`config.mk`:
```
export PLATFORM = sky130hd
export DESIGN_NAME = per_stream_resequencer
export DESIGN_NICKNAME = d
export VERILOG_FILES = /design/src/rsq_pkg.sv /design/src/rsq_state_mem.sv /design/src/rsq_slot_mem.sv /design/src/rsq_ctrl.sv /design/src/per_stream_resequencer.sv
export VERILOG_INCLUDE_DIRS = /design/src /design/src/src
export SDC_FILE = /design/constraint.sdc
export NUM_CORES = 2
export LEC_CHECK = 0
export BUFFER_PORTS_ARGS = -buffer_cell sky130_fd_sc_hd__buf_2
export CORE_ASPECT_RATIO = 0.7
export CORE_UTILIZATION = 63
export CTS_BUF_LIST = sky130_fd_sc_hd__clkbuf_8 sky130_fd_sc_hd__clkbuf_16
export CTS_CLUSTER_DIAMETER = 50
export CTS_CLUSTER_SIZE = 20
export DETAILED_ROUTE_END_ITERATION = 10
export PLACE_DENSITY_LB_ADDON = 0.2
export RECOVER_POWER = 25
export SYNTH_ARGS = -nofsm -noshare
export SYNTH_HDL_FRONTEND = slang
export SYNTH_SLANG_ARGS = --single-unit
```
`constraint.sdc`:
```
create_clock -name i_clk -period 12 [get_ports i_clk]
set_input_delay 2.4 -clock i_clk [delete_from_list [all_inputs] [get_ports i_clk]]
set_output_delay 2.4 -clock i_clk [all_outputs]
set_load 0.1 [all_outputs]
```
`src/per_stream_resequencer_macros.svh`:
```
// Assertion macros shared by the resequencer modules.
`ifndef PER_STREAM_RESEQUENCER_MACROS_SVH
`define PER_STREAM_RESEQUENCER_MACROS_SVH

// Consequence must hold in the same cycle as the antecedent.
`define RSQ_ASSERT_SAME(label, ante, cons, msg) \
    label: assert property (@(posedge i_clk) disable iff (!i_rst_n) (ante) |-> (cons)) \
        else $error(msg);

// Consequence must hold in the cycle after the antecedent.
`define RSQ_ASSERT_NEXT(label, ante, cons, msg) \
    label: assert property (@(posedge i_clk) disable iff (!i_rst_n) (ante) |=> (cons)) \
        else $error(msg);

// Condition must never be seen.
`define RSQ_ASSERT_NEVER(label, cond, msg) \
    label: assert property (@(posedge i_clk) disable iff (!i_rst_n) !(cond)) \
        else $error(msg);

`endif

```
`src/rsq_pkg.sv`:
```
// Shared constants, codes and the result type of the per-stream resequencer.
package rsq_pkg;

    // Default configuration of the block.
    localparam int STREAMS_DEF      = 4;
    localparam int WINDOW_DEF       = 16;
    localparam int PAYLOAD_BITS_DEF = 32;

    // Fixed field widths of the ports.
    localparam int STREAM_W = 2;
    localparam int SEQ_W    = 32;
    localparam int OUT_W    = 32;

    // Kind of a result.
    localparam logic KIND_STATUS  = 1'b0;
    localparam logic KIND_RELEASE = 1'b1;

    // Status codes of an arriving message.
    localparam logic [1:0] STAT_DUP       = 2'd0;
    localparam logic [1:0] STAT_IN_ORDER  = 2'd1;
    localparam logic [1:0] STAT_OUT_ORDER = 2'd2;
    localparam logic [1:0] STAT_BEYOND    = 2'd3;
    // Status field carried by a released message.
    localparam logic [1:0] STAT_RELEASE   = 2'd0;

    // One result item as it travels from the sequencer to the output register.
    typedef struct packed {
        logic                kind;
        logic [1:0]          status;
        logic [STREAM_W-1:0] stream;
        logic [SEQ_W-1:0]    seq;
        logic [OUT_W-1:0]    payload;
        logic                last;
    } t_result;

endpackage

```
`src/rsq_state_mem.sv`:
```
// Per-stream state memory: next-expected sequence number and its slot position.
module rsq_state_mem
    import rsq_pkg::*;
#(
    parameter int STREAMS = STREAMS_DEF,
    parameter int WINDOW  = WINDOW_DEF
) (
    input  logic                                        i_clk,
    input  logic                                        i_rst_n,
    input  logic                                        i_rd_en,
    input  logic [((STREAMS > 1) ? $clog2(STREAMS) : 1)-1:0] i_rd_addr,
    output logic [SEQ_W-1:0]                            o_rd_ne,
    output logic [$clog2(WINDOW)-1:0]                   o_rd_head,
    input  logic                                        i_wr_en,
    input  logic [((STREAMS > 1) ? $clog2(STREAMS) : 1)-1:0] i_wr_addr,
    input  logic [SEQ_W-1:0]                            i_wr_ne,
    input  logic [$clog2(WINDOW)-1:0]                   i_wr_head
);

    localparam int SW = (STREAMS > 1) ? $clog2(STREAMS) : 1;
    localparam int HW = $clog2(WINDOW);

    logic [SEQ_W-1:0]   mem_ne   [STREAMS];
    logic [HW-1:0]      mem_head [STREAMS];
    logic [STREAMS-1:0] r_written;
    logic [SEQ_W-1:0]   r_rd_ne;
    logic [HW-1:0]      r_rd_head;

    // An entry that was never written reads as the reset state: sequence one.
    always_ff @(posedge i_clk) begin
        if (!i_rst_n) begin
            r_written <= '0;
        end else if (i_wr_en) begin
            r_written[i_wr_addr] <= 1'b1;
        end
    end

    // Storage write.
    always_ff @(posedge i_clk) begin
        if (i_wr_en) begin
            mem_ne[i_wr_addr]   <= i_wr_ne;
            mem_head[i_wr_addr] <= i_wr_head;
        end
    end

    // Registered read port.
    always_ff @(posedge i_clk) begin
        if (i_rd_en) begin
            r_rd_ne   <= r_written[i_rd_addr] ? mem_ne[i_rd_addr]   : SEQ_W'(1);
            r_rd_head <= r_written[i_rd_addr] ? mem_head[i_rd_addr] : HW'(1);
        end
    end

    assign o_rd_ne   = r_rd_ne;
    assign o_rd_head = r_rd_head;

endmodule

```
`src/rsq_slot_mem.sv`:
```
// Slot memory: one valid bit and one payload word per stream and window slot.
`include "per_stream_resequencer_macros.svh"

module rsq_slot_mem
    import rsq_pkg::*;
#(
    parameter int STREAMS      = STREAMS_DEF,
    parameter int WINDOW       = WINDOW_DEF,
    parameter int PAYLOAD_BITS = PAYLOAD_BITS_DEF
) (
    input  logic i_clk,
    input  logic i_rst_n,
    output logic o_busy,
    input  logic i_wr_en,
    input  logic [((STREAMS > 1) ? $clog2(STREAMS) : 1) + $clog2(WINDOW)-1:0] i_wr_addr,
    input  logic i_wr_valid,
    input  logic [((PAYLOAD_BITS < OUT_W) ? PAYLOAD_BITS : OUT_W)-1:0] i_wr_data,
    input  logic i_rd_en,
    input  logic [((STREAMS > 1) ? $clog2(STREAMS) : 1) + $clog2(WINDOW)-1:0] i_rd_addr,
    output logic o_rd_valid,
    output logic [((PAYLOAD_BITS < OUT_W) ? PAYLOAD_BITS : OUT_W)-1:0] o_rd_data
);

    localparam int SW    = (STREAMS > 1) ? $clog2(STREAMS) : 1;
    localparam int HW    = $clog2(WINDOW);
    localparam int AW    = SW + HW;
    localparam int PW    = (PAYLOAD_BITS < OUT_W) ? PAYLOAD_BITS : OUT_W;
    localparam int DEPTH = STREAMS << HW;

    logic [PW:0]   mem [DEPTH];
    logic          r_busy;
    logic [AW-1:0] r_clr_addr;
    logic [PW:0]   r_rd_word;

    // Clearing pass after reset: one entry a cycle through the whole memory.
    always_ff @(posedge i_clk) begin
        if (!i_rst_n) begin
            r_busy     <= 1'b1;
            r_clr_addr <= '0;
        end else if (r_busy) begin
            if (r_clr_addr == AW'(DEPTH - 1)) begin
                r_busy <= 1'b0;
            end
            r_clr_addr <= r_clr_addr + 1'b1;
        end
    end

    // Single write port, shared between the clearing pass and the sequencer.
    always_ff @(posedge i_clk) begin
        if (r_busy) begin
            mem[r_clr_addr] <= '0;
        end else if (i_wr_en) begin
            mem[i_wr_addr] <= {i_wr_valid, i_wr_data};
        end
    end

    // Registered read port.
    always_ff @(posedge i_clk) begin
        if (i_rd_en) begin
            r_rd_word <= mem[i_rd_addr];
        end
    end

    assign o_busy     = r_busy;
    assign o_rd_valid = r_rd_word[PW];
    assign o_rd_data  = r_rd_word[PW-1:0];

    // The sequencer must leave the memory alone while it is being cleared.
    `RSQ_ASSERT_NEVER(a_no_access_in_clear, r_busy && (i_wr_en || i_rd_en), "slot access during clearing pass")

endmodule

```
`src/rsq_ctrl.sv`:
```
// Sequencer: classifies each message, stores it and drains the in-order run.
`include "per_stream_resequencer_macros.svh"

module rsq_ctrl
    import rsq_pkg::*;
#(
    parameter int STREAMS      = STREAMS_DEF,
    parameter int WINDOW       = WINDOW_DEF,
    parameter int PAYLOAD_BITS = PAYLOAD_BITS_DEF
) (
    input  logic                  i_clk,
    input  logic                  i_rst_n,
    // Input channel.
    input  logic                  i_in_valid,
    output logic                  o_in_stall,
    input  logic [STREAM_W-1:0]   i_stream_index,
    input  logic [SEQ_W-1:0]      i_seq_number,
    input  logic [OUT_W-1:0]      i_payload,
    // Stream state memory.
    output logic                  o_st_rd_en,
    output logic [((STREAMS > 1) ? $clog2(STREAMS) : 1)-1:0] o_st_rd_addr,
    input  logic [SEQ_W-1:0]      i_st_ne,
    input  logic [$clog2(WINDOW)-1:0] i_st_head,
    output logic                  o_st_wr_en,
    output logic [((STREAMS > 1) ? $clog2(STREAMS) : 1)-1:0] o_st_wr_addr,
    output logic [SEQ_W-1:0]      o_st_wr_ne,
    output logic [$clog2(WINDOW)-1:0] o_st_wr_head,
    // Slot memory.
    input  logic                  i_slot_busy,
    output logic                  o_slot_wr_en,
    output logic [((STREAMS > 1) ? $clog2(STREAMS) : 1) + $clog2(WINDOW)-1:0] o_slot_wr_addr,
    output logic                  o_slot_wr_valid,
    output logic [((PAYLOAD_BITS < OUT_W) ? PAYLOAD_BITS : OUT_W)-1:0] o_slot_wr_data,
    output logic                  o_slot_rd_en,
    output logic [((STREAMS > 1) ? $clog2(STREAMS) : 1) + $clog2(WINDOW)-1:0] o_slot_rd_addr,
    input  logic                  i_slot_rd_valid,
    input  logic [((PAYLOAD_BITS < OUT_W) ? PAYLOAD_BITS : OUT_W)-1:0] i_slot_rd_data,
    // Result towards the output register.
    output logic                  o_res_valid,
    input  logic                  i_res_ready,
    output t_result               o_res
);

    localparam int SW = (STREAMS > 1) ? $clog2(STREAMS) : 1;
    localparam int HW = $clog2(WINDOW);
    localparam int PW = (PAYLOAD_BITS < OUT_W) ? PAYLOAD_BITS : OUT_W;
    localparam logic [HW:0] WIN = (HW + 1)'(WINDOW);

    // Sequencer states.
    localparam logic [2:0] S_IDLE   = 3'd0;
    localparam logic [2:0] S_CLASS  = 3'd1;
    localparam logic [2:0] S_RDHEAD = 3'd2;
    localparam logic [2:0] S_CHK    = 3'd3;
    localparam logic [2:0] S_FINAL  = 3'd4;

    logic [2:0]          r_state, n_state;
    logic [STREAM_W-1:0] r_stream, n_stream;
    logic [SEQ_W-1:0]    r_seq, n_seq;
    logic [PW-1:0]       r_pay, n_pay;
    logic [SEQ_W-1:0]    r_ne, n_ne;
    logic [HW-1:0]       r_head, n_head;
    t_result             r_pend, n_pend;

    logic                accept;
    logic                in_range;
    logic [SW-1:0]       stream_a;
    logic [SEQ_W-1:0]    diff;
    logic                is_dup;
    logic                is_beyond;
    logic [HW:0]         slot_sum;
    logic [HW-1:0]       slot;
    logic [HW-1:0]       head_inc;

    assign accept   = i_in_valid && !o_in_stall;
    assign in_range = 32'(r_stream) < STREAMS;
    assign stream_a = SW'(r_stream);

    // Window check against the freshly read next-expected number.
    assign diff      = r_seq - i_st_ne;
    assign is_dup    = r_seq < i_st_ne;
    assign is_beyond = !is_dup && (diff >= SEQ_W'(WINDOW));

    // Slot of the arriving message: head position plus its offset, wrapped once.
    assign slot_sum = {1'b0, i_st_head} + {1'b0, diff[HW-1:0]};
    assign slot     = (slot_sum >= WIN) ? HW'(slot_sum - WIN) : slot_sum[HW-1:0];

    // Head position follows next-expected modulo the window, also across the
    // wrap of the sequence space.
    assign head_inc = (r_ne == '1) ? '0 :
                      (r_head == HW'(WINDOW - 1)) ? '0 : r_head + 1'b1;

    // State memory read is issued on the transfer itself.
    assign o_in_stall   = (r_state != S_IDLE) || i_slot_busy;
    assign o_st_rd_en   = accept && (32'(i_stream_index) < STREAMS);
    assign o_st_rd_addr = SW'(i_stream_index);

    // Slot reads happen only in their own state, so a slot write never
    // overlaps a read of the same entry.
    assign o_slot_rd_en   = (r_state == S_RDHEAD);
    assign o_slot_rd_addr = {stream_a, r_head};

    // Next-state and datapath logic.
    always_comb begin
        n_state  = r_state;
        n_stream = r_stream;
        n_seq    = r_seq;
        n_pay    = r_pay;
        n_ne     = r_ne;
        n_head   = r_head;
        n_pend   = r_pend;

        o_st_wr_en      = 1'b0;
        o_st_wr_addr    = stream_a;
        o_st_wr_ne      = r_ne;
        o_st_wr_head    = r_head;
        o_slot_wr_en    = 1'b0;
        o_slot_wr_addr  = {stream_a, r_head};
        o_slot_wr_valid = 1'b0;
        o_slot_wr_data  = r_pay;
        o_res_valid     = 1'b0;
        o_res           = r_pend;

        unique case (r_state)
            S_IDLE: begin
                if (accept) begin
                    n_stream = i_stream_index;
                    n_seq    = i_seq_number;
                    n_pay    = PW'(i_payload);
                    n_state  = S_CLASS;
                end
            end
            S_CLASS: begin
                n_pend.kind    = KIND_STATUS;
                n_pend.stream  = r_stream;
                n_pend.seq     = r_seq;
                n_pend.payload = '0;
                n_pend.last    = 1'b0;
                if (!in_range) begin
                    n_pend.status = STAT_BEYOND;
                    n_state       = S_FINAL;
                end else begin
                    n_ne   = i_st_ne;
                    n_head = i_st_head;
                    if (is_dup) begin
                        n_pend.status = STAT_DUP;
                    end else if (is_beyond) begin
                        n_pend.status = STAT_BEYOND;
                    end else begin
                        n_pend.status   = (r_seq == i_st_ne) ? STAT_IN_ORDER : STAT_OUT_ORDER;
                        o_slot_wr_en    = 1'b1;
                        o_slot_wr_addr  = {stream_a, slot};
                        o_slot_wr_valid = 1'b1;
                    end
                    n_state = S_RDHEAD;
                end
            end
            S_RDHEAD: begin
                n_state = S_CHK;
            end
            S_CHK: begin
                // The pending result is last unless the head slot is filled.
                o_res_valid = 1'b1;
                o_res.last  = !i_slot_rd_valid;
                if (i_res_ready) begin
                    if (i_slot_rd_valid) begin
                        n_pend.kind     = KIND_RELEASE;
                        n_pend.status   = STAT_RELEASE;
                        n_pend.stream   = r_stream;
                        n_pend.seq      = r_ne;
                        n_pend.payload  = OUT_W'(i_slot_rd_data);
                        n_pend.last     = 1'b0;
                        o_slot_wr_en    = 1'b1;
                        o_slot_wr_valid = 1'b0;
                        n_ne            = r_ne + 1'b1;
                        n_head          = head_inc;
                        n_state         = S_RDHEAD;
                    end else begin
                        o_st_wr_en = 1'b1;
                        n_state    = S_IDLE;
                    end
                end
            end
            S_FINAL: begin
                o_res_valid = 1'b1;
                o_res.last  = 1'b1;
                if (i_res_ready) begin
                    n_state = S_IDLE;
                end
            end
            default: begin
                n_state = S_IDLE;
            end
        endcase
    end

    // Control state.
    always_ff @(posedge i_clk) begin
        if (!i_rst_n) begin
            r_state <= S_IDLE;
        end else begin
            r_state <= n_state;
        end
    end

    // Working registers of the current message.
    always_ff @(posedge i_clk) begin
        r_stream <= n_stream;
        r_seq    <= n_seq;
        r_pay    <= n_pay;
        r_ne     <= n_ne;
        r_head   <= n_head;
        r_pend   <= n_pend;
    end

    `RSQ_ASSERT_NEVER(a_slot_rw_overlap, o_slot_wr_en && o_slot_rd_en, "slot read and write in one cycle")
    `RSQ_ASSERT_NEXT(a_last_ends_item, o_res_valid && i_res_ready && o_res.last, r_state == S_IDLE, "sequencer busy after final result")
    `RSQ_ASSERT_NEXT(a_ne_steps_by_one, (r_state == S_CHK) && i_res_ready && i_slot_rd_valid, r_ne == SEQ_W'($past(r_ne) + 1'b1), "next-expected did not advance by one on release")

endmodule

```
`src/per_stream_resequencer.sv`:
```
// Top level of the per-stream resequencer: memories, sequencer and output register.
//
//  Channel   Handshake                      Fields
//  --------  -----------------------------  ---------------------------------------------
//  input     i_in_valid / o_in_stall        i_stream_index, i_seq_number, i_payload
//  output    o_out_valid / i_out_stall      o_kind, o_status, o_out_stream, o_out_seq,
//                                           o_out_payload, o_last
//
// An item walks the sequencer through classification, a read of the head slot and a check;
// each released message repeats the read and the check, and the check also clears the slot,
// since the single slot memory port has a registered read. An item on a stream index
// outside the configured range goes from classification straight to its final result.
// After reset the slot memory is cleared, one entry a cycle, through all STREAMS * 2^ceil(log2
// WINDOW) entries (64 by default); o_in_stall stays high until this pass is done.
// A stalled output holds the sequencer in its emit state; the next item is accepted while
// the final result of the previous one still waits in the output register.
module per_stream_resequencer
    import rsq_pkg::*;
#(
    parameter int STREAMS      = STREAMS_DEF,
    parameter int WINDOW       = WINDOW_DEF,
    parameter int PAYLOAD_BITS = PAYLOAD_BITS_DEF
) (
    input  logic                i_clk,
    input  logic                i_rst_n,
    input  logic                i_in_valid,
    output logic                o_in_stall,
    input  logic [STREAM_W-1:0] i_stream_index,
    input  logic [SEQ_W-1:0]    i_seq_number,
    input  logic [OUT_W-1:0]    i_payload,
    output logic                o_out_valid,
    input  logic                i_out_stall,
    output logic                o_kind,
    output logic [1:0]          o_status,
    output logic [STREAM_W-1:0] o_out_stream,
    output logic [SEQ_W-1:0]    o_out_seq,
    output logic [OUT_W-1:0]    o_out_payload,
    output logic                o_last
);

    localparam int SW = (STREAMS > 1) ? $clog2(STREAMS) : 1;
    localparam int HW = $clog2(WINDOW);
    localparam int PW = (PAYLOAD_BITS < OUT_W) ? PAYLOAD_BITS : OUT_W;

    logic            st_rd_en;
    logic [SW-1:0]   st_rd_addr;
    logic [SEQ_W-1:0] st_rd_ne;
    logic [HW-1:0]   st_rd_head;
    logic            st_wr_en;
    logic [SW-1:0]   st_wr_addr;
    logic [SEQ_W-1:0] st_wr_ne;
    logic [HW-1:0]   st_wr_head;

    logic             slot_busy;
    logic             slot_wr_en;
    logic [SW+HW-1:0] slot_wr_addr;
    logic             slot_wr_valid;
    logic [PW-1:0]    slot_wr_data;
    logic             slot_rd_en;
    logic [SW+HW-1:0] slot_rd_addr;
    logic             slot_rd_valid;
    logic [PW-1:0]    slot_rd_data;

    logic    res_valid;
    logic    res_ready;
    t_result res;

    logic    r_out_valid;
    t_result r_out;

    rsq_state_mem #(
        .STREAMS (STREAMS),
        .WINDOW  (WINDOW)
    ) u_state_mem (
        .i_clk     (i_clk),
        .i_rst_n   (i_rst_n),
        .i_rd_en   (st_rd_en),
        .i_rd_addr (st_rd_addr),
        .o_rd_ne   (st_rd_ne),
        .o_rd_head (st_rd_head),
        .i_wr_en   (st_wr_en),
        .i_wr_addr (st_wr_addr),
        .i_wr_ne   (st_wr_ne),
        .i_wr_head (st_wr_head)
    );

    rsq_slot_mem #(
        .STREAMS      (STREAMS),
        .WINDOW       (WINDOW),
        .PAYLOAD_BITS (PAYLOAD_BITS)
    ) u_slot_mem (
        .i_clk      (i_clk),
        .i_rst_n    (i_rst_n),
        .o_busy     (slot_busy),
        .i_wr_en    (slot_wr_en),
        .i_wr_addr  (slot_wr_addr),
        .i_wr_valid (slot_wr_valid),
        .i_wr_data  (slot_wr_data),
        .i_rd_en    (slot_rd_en),
        .i_rd_addr  (slot_rd_addr),
        .o_rd_valid (slot_rd_valid),
        .o_rd_data  (slot_rd_data)
    );

    rsq_ctrl #(
        .STREAMS      (STREAMS),
        .WINDOW       (WINDOW),
        .PAYLOAD_BITS (PAYLOAD_BITS)
    ) u_ctrl (
        .i_clk           (i_clk),
        .i_rst_n         (i_rst_n),
        .i_in_valid      (i_in_valid),
        .o_in_stall      (o_in_stall),
        .i_stream_index  (i_stream_index),
        .i_seq_number    (i_seq_number),
        .i_payload       (i_payload),
        .o_st_rd_en      (st_rd_en),
        .o_st_rd_addr    (st_rd_addr),
        .i_st_ne         (st_rd_ne),
        .i_st_head       (st_rd_head),
        .o_st_wr_en      (st_wr_en),
        .o_st_wr_addr    (st_wr_addr),
        .o_st_wr_ne      (st_wr_ne),
        .o_st_wr_head    (st_wr_head),
        .i_slot_busy     (slot_busy),
        .o_slot_wr_en    (slot_wr_en),
        .o_slot_wr_addr  (slot_wr_addr),
        .o_slot_wr_valid (slot_wr_valid),
        .o_slot_wr_data  (slot_wr_data),
        .o_slot_rd_en    (slot_rd_en),
        .o_slot_rd_addr  (slot_rd_addr),
        .i_slot_rd_valid (slot_rd_valid),
        .i_slot_rd_data  (slot_rd_data),
        .o_res_valid     (res_valid),
        .i_res_ready     (res_ready),
        .o_res           (res)
    );

    // Output register: takes a new result when empty or when its transfer completes.
    assign res_ready = !r_out_valid || !i_out_stall;

    always_ff @(posedge i_clk) begin
        if (!i_rst_n) begin
            r_out_valid <= 1'b0;
        end else if (res_ready) begin
            r_out_valid <= res_valid;
        end
    end

    always_ff @(posedge i_clk) begin
        if (res_ready && res_valid) begin
            r_out <= res;
        end
    end

    assign o_out_valid   = r_out_valid;
    assign o_kind        = r_out.kind;
    assign o_status      = r_out.status;
    assign o_out_stream  = r_out.stream;
    assign o_out_seq     = r_out.seq;
    assign o_out_payload = r_out.payload;
    assign o_last        = r_out.last;

endmodule

```
==> qor.txt <==
multiplexer area fraction after synthesis - 16.4%
failing checks - capacitance limit, slew limit
Seq cells post-synth - 2580
core area - 158000 µm²
grt met1 use - 48.4%
first-pass GRT wire length - 341000 µm
Post-synth EDFFs - 2566
largest net degree at the start of global routing - 128
fin crit share - 74.5%
vias in the first global route - 46100
post-placement cell area - 104000 µm²
area occupied by multi-input gates - 22200 µm²
Sink Count - 2580
status - finished, violations left
I/O pin count - 142
via count - 47900
chip width - 479 µm
Leak Pwr - 34.0 nW
GR Util met3 - 8.29%
Worst-path clk slew - 0.08 ns
Synth warnings - 0
most used routing layer in global routing - met1
CP bufs+invs - 2
Fin. Hold Viols - 0
Avg WL per Cell - 34.8 µm
crit path launch type - flip-flop
crit-path max cell delay - 3.02 ns
CTS root buffer - clkbuf_16
CTS tree - yes
Top cell by count, worst path - nand2_1
postcts setup bufs - 0
Final Setup Violations - 0
P per Cell Area - 144 nW/µm²
Initial Util - 63.5%
Post-Synth Adder-Cell Area - 0.514%
Worst EP required - 12.34 ns
Achievable Freq - 0.112 GHz
Total GRT Usage - 30.4%
Rows - 122
Iter 0 DRT Violations - 7594
Hold Path Class - flip-flop to flip-flop
type of the worst setup path - flip-flop to flip-flop
antenna violations before repair - 17
clock buffer count from CTS - 163
Setup crit end kind - flip-flop
H-tree levels - 4
simple-gate share of the synthesized area - 2.83%
Clock Skew - 0.0339 ns
commonest non-fill, non-tap cell in the layout - edfxtp_1
slowest cell on the critical path - clkbuf_1
Max-Cap Viols - 42
final estimated routing congestion in global placement - 0.937
synthesis-to-finish area growth - 8.72%
mapped cell area - 100000 µm²
Final #Nets - 4765
RSZ-0062 raised after global routing - no
Seq/Total Area, Yosys - 77.1%
clk_lat worst skew - 0.84 ns
Total Routed Length - 239000 µm
PostCTS Resize Cnt - 0
compound-cell area share of the yosys netlist - 1.51%
commonest cells after routing, fill and taps aside - edfxtp_1, mux4_2, nand2_1
crit path max fanout - 67
Max clock buf depth - 3
slew of the pin with the lowest slew margin - 4.78 ns
total gr overflow - 0
layout cells sized above 1 - 26.1%
Die H - 336 µm
Final Cell Area - 109000 µm²
unique cell type count in the Yosys netlist - 84
fill count - 9447
post-layout util - 69.0%
main combinational cell family by area after synthesis - multiplexers
XOR/XNOR share of the synthesized area - 0.428%
antenna-violating nets left - 0
IO buf count - 141
Synth Net Count - 4543
die area - 161000 µm²
Slew Viols, Final - 1507
Arr. time, crit path - 9.29 ns
hpwl dp - 143000 µm
GR Util met2 - 42.8%
DRT Pass-1 Iters - 6
Min Clock Period, post-route - 8.95 ns
delay-heaviest family, CP - buffers and inverters
Rel. slew slack - -219%
asr flop ratio synth - 0%
crit-path cells - clkbuf_1, nand2_1, a21oi_1, nand2_1, nand2_1, clkbuf_1
post-route setup TNS - 0 ns
vias per cell - 6.98
Hold Buf Count CTS - 0
worst vdd ir - 0.147 mV
cells after synthesis - 4433
Post-Syn Area per Cell - 22.6 µm²
drc violations - 0
Synth Flop Type - edfxtp_1
Sequential cell area - 77300 µm²
==> report_power, final <==
group          leakage, nW  switching [mW]  internal (mW)
clock                 2.51            2.95           2.74
combinational         7.63           0.140         0.0605
sequential            23.9          0.0158           9.81
==> path summary, 6_finish.rpt <==
kind | cells past startpoint | slack (ns) | end | from
worst max-delay path | 6 | 3.06 | u_ctrl.o_st_wr_ne[31] | u_ctrl.r_state[1]
worst min-delay path | 0 | 0.41 | o_out_payload[8] | u_ctrl.o_res[9]
worst max register to register | 6 | 3.06 | u_ctrl.o_st_wr_ne[31] | u_ctrl.r_state[1]
worst min register to register | 0 | 0.41 | o_out_payload[8] | u_ctrl.o_res[9]
==> worst reg2reg max path, delay by kind of cell, from the launching register on <==
kind	cells	cell delay, ns
AOI/OAI and AO/OA	1	0.68
DFF	1	0.32
and+or+nand+nor	3	3.20
buffers and inverters	2	4.16
==> layer usage <==
metal	routed length (µm)	share of wire [%]	vias up
met5	290	0.12	-
met2	106000	44	2883
met3	30100	13	307
li1	-	-	19100
met4	4750	2.0	8
met1	98000	41	25600
==> area by class of cell <==
class,instances,area share (%)
Sequential cell,2580,71.0
Multi-Input combinational cell,1572,20.3
Clock buffer,169,3.87
Tap cell,2108,2.42
Timing Repair Buffer,287,1.48
Clock inverter,87,0.737
Inverter,51,0.183
Antenna cell,4,0.00918
==> stage by stage <==
| step | total power, mW | std cells | hold slack, ns | setup WS [ns] |
|---|---|---|---|---|
| floorplan | 10.1 | 4433 | 0.400 | 1.06 |
| finish | 15.7 | 6858 | 0.409 | 3.06 |
| detailed placement | 10.2 | 6598 | 0.405 | 5.26 |
| global route | 16.1 | 6855 | 0.424 | 2.62 |
| CTS | 15.8 | 6854 | 0.416 | 5.20 |
| global placement | 10.2 | 6598 | 0.401 | 5.63 |
==> Yosys cell counts, types with 12 or more instances <==
| cell type | number | area share [%] |
|---|---|---|
| xor2_1 | 30 | 0.26 |
| buf_2 | 20 | 0.10 |
| and3_1 | 49 | 0.31 |
| ha_1 | 38 | 0.47 |
| nor2b_1 | 42 | 0.26 |
| inv_1 | 50 | 0.19 |
| nor4_1 | 63 | 0.39 |
| dfxtp_1 | 14 | 0.28 |
| o21ai_0 | 58 | 0.29 |
| o21a_1 | 15 | 0.11 |
| nand3_1 | 25 | 0.12 |
| clkbuf_1 | 158 | 0.59 |
| and2_1 | 39 | 0.24 |
| nand2_1 | 186 | 0.70 |
| buf_1 | 44 | 0.16 |
| xnor2_1 | 19 | 0.17 |
| nand2b_1 | 12 | 0.075 |
| edfxtp_1 | 2566 | 77 |
| mux4_2 | 729 | 16 |
| nor2_1 | 40 | 0.15 |
| a21oi_1 | 40 | 0.20 |
| nand4_1 | 24 | 0.15 |
==> state kept, by name, summed over array words and instances, names as in the netlist <==
signal and cells:
u_state_mem.mem_head 16, o_last 1, u_ctrl.r_state 2, u_ctrl.o_st_wr_ne 32
u_ctrl.o_res 69, u_ctrl.o_st_wr_addr 2, o_out_stream 2, u_slot_mem.r_rd_word 33
u_ctrl.o_st_wr_head 4, u_ctrl.o_slot_wr_data 32, o_out_seq 32, o_out_payload 32
o_out_valid 1, u_ctrl.r_seq 32, u_state_mem.o_rd_ne 32, u_slot_mem.o_busy 1
u_state_mem.o_rd_head 4, u_slot_mem.mem 2112, u_state_mem.r_written 4, o_status 2
u_slot_mem.r_clr_addr 6, u_state_mem.mem_ne 128, o_kind 1
==> logic make-up after synthesis <==
logic type,Yosys count
xor+xnor,49
mux,735
flops,2580
fa+ha+maj,40
buf+inv,281
simple gates,533
compound gates,215
Note: power is estimated with default switching activity, not from simulation.
